--- config.mk ---
export PLATFORM = sky130hd
export DESIGN_NAME = mirror_feedback_frame_parser
export DESIGN_NICKNAME = d
export VERILOG_FILES = /design/src/design/mfp_pkg.sv /design/src/design/mfp_window.sv /design/src/design/mfp_result.sv /design/src/design/mirror_feedback_frame_parser.sv
export SDC_FILE = /design/constraint.sdc
export NUM_CORES = 1
export LEC_CHECK = 0
export ABC_AREA = 1
export BUFFER_PORTS_ARGS = -buffer_cell sky130_fd_sc_hd__buf_2
export CORE_AREA = 2 2 125 127
export CTS_BUF_LIST = sky130_fd_sc_hd__clkbuf_8 sky130_fd_sc_hd__clkbuf_16
export CTS_CLUSTER_SIZE = 12
export DETAILED_ROUTE_END_ITERATION = 8
export DIE_AREA = 0 0 127 129
export PLACE_DENSITY = 0.86
export SYNTH_ARGS = -nofsm -noshare
export SYNTH_HDL_FRONTEND = slang
export SYNTH_SLANG_ARGS = --single-unit
--- constraint.sdc ---
create_clock -name clk -period 11.33 [get_ports clk]
set_input_delay 0.5665 -clock clk [delete_from_list [all_inputs] [get_ports clk]]
set_output_delay 0.5665 -clock clk [all_outputs]
set_load 0.02 [all_outputs]
--- src/design/mfp_pkg.sv ---
package mfp_pkg;

  localparam logic [7:0] HDR0    = 8'h55;
  localparam logic [7:0] HDR1    = 8'hAA;
  localparam logic [7:0] TAIL    = 8'hCC;
  localparam logic [7:0] CK_INIT = 8'hFF;

  localparam int unsigned WIN_DEPTH = 6;
  localparam int unsigned FRAME_LEN = 7;

  // decoded frame handed from the window logic to the result register
  typedef struct packed {
    logic               found;
    logic               ok;
    logic [7:0]         status;
    logic signed [15:0] position;
  } frame_t;

endpackage

--- src/design/mfp_window.sv ---
module mfp_window (
  input  logic                clk,
  input  logic                rst,
  input  logic                en,
  input  logic [7:0]          rx_byte,
  output mfp_pkg::frame_t     frame
);

  logic [7:0] bytes [mfp_pkg::WIN_DEPTH];
  logic [7:0] bytes_next [mfp_pkg::WIN_DEPTH];
  logic [2:0] held;
  logic [2:0] held_next;

  logic [7:0] win [mfp_pkg::FRAME_LEN];
  logic       hdr_hit;
  logic [2:0] start;
  logic [2:0] from;
  logic       full;
  logic       found;
  logic [3:0] idx;
  logic [7:0] ck;

  assign full = (held >= 3'(mfp_pkg::WIN_DEPTH));

  always_comb begin
    for (int i = 0; i < int'(mfp_pkg::WIN_DEPTH); i++) begin
      win[i] = bytes[i];
    end
    win[mfp_pkg::WIN_DEPTH] = rx_byte;
  end

  // first header pair in the seven bytes wins
  always_comb begin
    hdr_hit = 1'b0;
    start   = '0;
    for (int i = int'(mfp_pkg::WIN_DEPTH) - 1; i >= 0; i--) begin
      if (win[i] == mfp_pkg::HDR0 && win[i + 1] == mfp_pkg::HDR1) begin
        hdr_hit = 1'b1;
        start   = 3'(i);
      end
    end
  end

  assign found = full && hdr_hit && (start == 3'd0) && (win[6] == mfp_pkg::TAIL);
  assign from  = (hdr_hit && start != 3'd0) ? start : 3'd1;
  assign ck    = mfp_pkg::CK_INIT ^ win[2] ^ win[3] ^ win[4];

  always_comb begin
    frame.found    = en && found;
    frame.ok       = (ck == win[5]);
    frame.status   = win[2];
    frame.position = {win[3], win[4]};
  end

  always_comb begin
    idx = '0;
    for (int i = 0; i < int'(mfp_pkg::WIN_DEPTH); i++) begin
      bytes_next[i] = bytes[i];
    end
    held_next = held;
    if (!full) begin
      bytes_next[held] = rx_byte;
      held_next        = held + 3'd1;
    end else if (found) begin
      held_next = '0;
    end else begin
      // keep the tail starting at the header or one past the oldest byte
      for (int i = 0; i < int'(mfp_pkg::WIN_DEPTH); i++) begin
        idx = {1'b0, from} + 4'(i);
        if (idx <= 4'(mfp_pkg::WIN_DEPTH)) begin
          bytes_next[i] = win[idx[2:0]];
        end
      end
      held_next = 3'(mfp_pkg::FRAME_LEN) - from;
    end
  end

  always_ff @(posedge clk) begin
    if (en) begin
      for (int i = 0; i < int'(mfp_pkg::WIN_DEPTH); i++) begin
        bytes[i] <= bytes_next[i];
      end
    end
  end

  always_ff @(posedge clk) begin
    if (rst) begin
      held <= '0;
    end else if (en) begin
      held <= held_next;
    end
  end

endmodule

--- src/design/mfp_result.sv ---
module mfp_result (
  input  logic                clk,
  input  logic                rst,
  input  logic                adv,
  input  mfp_pkg::frame_t     frame,
  output logic                frame_valid,
  output logic                checksum_ok,
  output logic [7:0]          mirror_status,
  output logic                mirror_fault,
  output logic signed [15:0]  position,
  output logic [31:0]         frames_seen,
  output logic [31:0]         checksum_errors
);

  // counters change only when a new result is loaded, so they double as outputs
  always_ff @(posedge clk) begin
    if (rst) begin
      frame_valid     <= 1'b0;
      frames_seen     <= '0;
      checksum_errors <= '0;
    end else if (adv) begin
      frame_valid <= frame.found;
      if (frame.found) begin
        frames_seen <= frames_seen + 32'd1;
        if (!frame.ok) begin
          checksum_errors <= checksum_errors + 32'd1;
        end
      end
    end
  end

  always_ff @(posedge clk) begin
    if (adv && frame.found) begin
      checksum_ok   <= frame.ok;
      mirror_status <= frame.status;
      mirror_fault  <= (frame.status != 8'd0);
      position      <= frame.position;
    end
  end

endmodule

--- src/design/mirror_feedback_frame_parser.sv ---
// channel  | handshake                      | payload
// ---------+--------------------------------+---------------------------------------------
// receive  | rx_valid / rx_stall            | rx_byte
// frame    | frame_valid / frame_stall      | checksum_ok, mirror_status, mirror_fault,
//          |                                | position, frames_seen, checksum_errors
//
// one byte per cycle sustained while frame_stall stays low; a byte is registered,
// then goes through the window compare and shift, and a completed frame is loaded
// into the result register behind it; a result-side stall can hold it in between.
// rst (synchronous) empties the window, clears both counters and drops frame_valid.
// a stalled result holds; the byte register behind it holds too and rx_stall rises
// only while the byte register is full and the result register cannot move.
module mirror_feedback_frame_parser (
  input  logic                clk,
  input  logic                rst,
  input  logic                rx_valid,
  output logic                rx_stall,
  input  logic [7:0]          rx_byte,
  output logic                frame_valid,
  input  logic                frame_stall,
  output logic                checksum_ok,
  output logic [7:0]          mirror_status,
  output logic                mirror_fault,
  output logic signed [15:0]  position,
  output logic [31:0]         frames_seen,
  output logic [31:0]         checksum_errors
);

  // byte register in front of the window logic
  logic            byte_valid;
  logic [7:0]      byte_data;
  logic            adv;
  logic            fire;
  mfp_pkg::frame_t frame;

  // result register can take new data when empty or being drained
  assign adv      = !frame_valid || !frame_stall;
  // byte register empties whenever the pipe moves
  assign rx_stall = byte_valid && !adv;
  assign fire     = byte_valid && adv;

  always_ff @(posedge clk) begin
    if (rst) begin
      byte_valid <= 1'b0;
    end else if (!rx_stall) begin
      byte_valid <= rx_valid;
    end
  end

  always_ff @(posedge clk) begin
    if (rx_valid && !rx_stall) begin
      byte_data <= rx_byte;
    end
  end

  // sliding window, header search and check byte
  mfp_window u_window (
    .clk     (clk),
    .rst     (rst),
    .en      (fire),
    .rx_byte (byte_data),
    .frame   (frame)
  );

  // result register and wrapping counters
  mfp_result u_result (
    .clk             (clk),
    .rst             (rst),
    .adv             (adv),
    .frame           (frame),
    .frame_valid     (frame_valid),
    .checksum_ok     (checksum_ok),
    .mirror_status   (mirror_status),
    .mirror_fault    (mirror_fault),
    .position        (position),
    .frames_seen     (frames_seen),
    .checksum_errors (checksum_errors)
  );

endmodule

==> reports/qor.csv <==
stage;metric;value;unit
outcome;outcome;finished, final reports clean;
timing;Tmin final;4.33;ns
timing;clock skew;0.00843;ns
logic_synthesis;Synth Cell Area;9660;sq um
logic_synthesis;EDFF count, synth;82;
worst_setup_path;CP required;11.62;ns
routing;TritonRoute pass-1 iters;8;
logic_synthesis;syn_area_per_cell;6.91;sq um
clock_tree;hold_buf cts;0;
routing;DRT Wirelength;31800;microns
worst_setup_path;CP Capture Type;register;
die;CORE AREA;15000;sq um
die;Initial Util;64.5;%
logic_synthesis;Ys Warns;0;
worst_setup_path;Worst setup SP type;register;
worst_hold_path;Hold Crit Class;input pin to register;
grt;largest net degree at the start of global routing;49;
logic_synthesis;Synth top cells by count;nand2_1, nand3_1, nor2_1;
clock_tree;PostCTS Resize Cnt;0;
timing;# setup viols final;0;
clock_tree;CTS tree;yes;
timing;Worst Max-Slew Pin Slew;1.14;ns
placement;DP Cell Count;1645;
worst_setup_path;Worst EP arrival;4.61;ns
clock_tree;clk buf depth;2;
routing;drt drc;0;
finish;fraction of layout cells with a size suffix above 1;12.3;%
grt;met3 Resource Use GR;6.61;%
worst_setup_path;Crit Path Category;register to register;
clock_tree;Setup Fix Bufs, Post-CTS;0;
logic_synthesis;top cell type by total area after synthesis;edfxtp_1;
grt;first-pass GRT wire length;48700;microns
placement;routability cong.;1.06;
timing;Fmax;0.231;GHz
timing;Final Cycle Share;38.2;%
worst_setup_path;FF-to-FF setup slack;7.00;ns
grt;busiest grt layer;met2;
worst_hold_path;hold_sp;rx_byte[6];
worst_setup_path;Critical R2R Launch;byte_data[5];
logic_synthesis;post-synthesis net count;1420;
worst_setup_path;worst r2r path cells;18;
job;max cap viols;0;
worst_hold_path;hold endpoint;byte_data[6];
clock_tree;CTS buffer count;17;
placement;Detailed Place HPWL;22600;microns
power;Leakage;0.00477;uW
grt;M1 GR Usage;47.9;%
clock_tree;Worst-Skew Late Latency;0.43;ns
timing;max-slew violation count;0;
grt;total grt overflow;0;
power;Peak supply drop;0.0900;mV
die;IO Pins;104;
die;Die Y;129;microns
timing;Worst slew margin;24.3;%
logic_synthesis;Seq/Total Area, Yosys;39.8;%
routing;wire length per cell;18.9;microns
clock_tree;clock root buffer;clkbuf_16;
finish;Final #Nets;1498;
clock_tree;clock sinks;151;
logic_synthesis;number of library cell types mapped by synthesis;43;
finish;Area Overhead vs Synth;11.6;%
clock_tree;H-tree lvl count;4;
logic_synthesis;main flop type after synthesis;edfxtp_1;
grt;gr usage total;38.8;%
routing;initial DRC count;1181;
routing;vias per cell;5.97;
die;Die X;127;microns
worst_setup_path;r2r endpoint;u_window.bytes[5][4];
worst_setup_path;worst-path maximum fanout;33;
finish;Inserted Diodes;0;
timing;Fin. Hold Viols;0;
finish;non-filler instance count after layout;1677;
logic_synthesis;Synth Register Bits;151;
grt;initial antenna violation count;0;
routing;vias;10000;
die;cell row count;45;
logic_synthesis;cell with the most instances after synthesis;nand2_1;
logic_synthesis;synth top area cells;edfxtp_1, nand2_1, dfxtp_1, nand3_1, nor2_1;
grt;vias in the first global route;9108;
logic_synthesis;cell count after synthesis;1398;
grt;met2 Use GR;62.2;%
worst_hold_path;hold depth;1;
routing;ANT nets after route;0;
logic_synthesis;Synth async-reset ratio;0;%
timing;Setup Total Neg Slack;0;ns
placement;Port Buffers;103;
power;power density over the cells;109;nW/um^2
clock_tree;Reg clk slew, reported paths;0.06;ns
timing;RSZ-0062 raised after global routing;false;
die;die footprint;16400;sq um
logic_synthesis;post-synth top area share;25.5;%
[placed cells by master (no fill, tap or decap), types with 3 or more instances in the layout]
master,count
o211ai_1,4
clkinv_1,4
a21oi_1,21
ha_1,10
buf_4,15
nand2_1,386
nand2_2,6
buf_2,103
nand3_1,258
edfxtp_1,82
nor3_1,29
o21ai_2,4
clkbuf_16,18
a31oi_1,3
nor2_1,182
inv_1,138
nand4_1,15
dfxtp_1,69
o21ai_0,24
o21ai_1,7
xnor2_1,29
xor2_1,30
inv_6,5
nand3_2,6
nor4_1,5
inv_2,13
[cell type report]
cell class                      instances  area, sq um
Fill cell                            1239         4200
Clock inverter                         14         93.8
Inverter                              151          567
Timing Repair Buffer                  118          628
Tap cell                              188          235
Multi-Input combinational cell       1037         4960
Sequential cell                       151         3840
Clock buffer                           18          450
[cells by family after synthesis]
group,share of synthesized area (%)
adders and majority gates,1.30
DFF,39.8
buffers and inverters,8.91
xor gates and xnor gates,5.64
AOI/OAI and AO/OA,4.33
and+or+nand+nor,40.0
[power by group]
group / internal, uW / switching, uW
Combinational: 15.3 / 32.7
Sequential: 581 / 15.9
Clock: 294 / 238
[sequential cells by signal (all words and copies together), names as in the netlist]
register	cells
u_result.mirror_fault	1
byte_valid	1
u_result.checksum_ok	1
u_window.bytes	48
u_result.position	16
byte_data	8
u_result.checksum_errors	32
u_result.mirror_status	8
u_result.frames_seen	32
u_window.held	3
u_result.frame_valid	1
[routing by layer]
layer / wire (microns) / part of all wire, %
met5: 0 / 0
met4: 2480 / 7.8
met3: 3180 / 10
met2: 14300 / 45
met1: 11800 / 37
[worst max-delay path, cell delays in order (launching register included)]
cell	delay (ns)
edfxtp_1	0.62
inv_1	0.20
nor2_1	0.12
nand2_1	0.10
nor2_1	0.10
nand2_1	0.11
nand2_1	0.09
nand2_1	0.05
nand2_1	0.10
nand2_2	0.35
nand2_2	0.22
inv_2	0.09
ha_1	0.28
buf_4	0.26
inv_1	0.82
nand3_1	0.27
nand3_1	0.14
nand3_1	0.09
nand2_1	0.12
[through the flow]
stage	util (%)	instance area (sq um)	setup slack [ns]	total power, uW	hold WS [ns]
after CTS	72.0	10800	7.22	1180	0.307
after detailed placement	68.3	10200	7.25	654	0.485
after floorplan	-	9660	5.28	634	0.421
after global routing	72.0	10800	6.79	1200	0.308
after global placement	68.3	10200	7.27	654	0.476
final	72.0	10800	7.00	1180	0.312
[how the worst max path moves through the flow]
stage / startpoint / to / slack (ns) / cells after the start
6_report: byte_data[5] / u_window.bytes[5][4] / 7.00 / 18
5_1_grt: byte_data[5] / u_window.bytes[5][3] / 6.79 / 19
4_1_cts: byte_data[5] / u_window.bytes[5][4] / 7.22 / 18
3_5_place_dp: byte_data[5] / u_window.bytes[5][4] / 7.25 / 19
3_3_place_gp: byte_data[7] / u_window.bytes[5][3] / 7.27 / 19
2_1_floorplan: byte_data[5] / u_result.checksum_ok / 5.28 / 9
No activity file was read; power rests on OpenSTA's default activity.
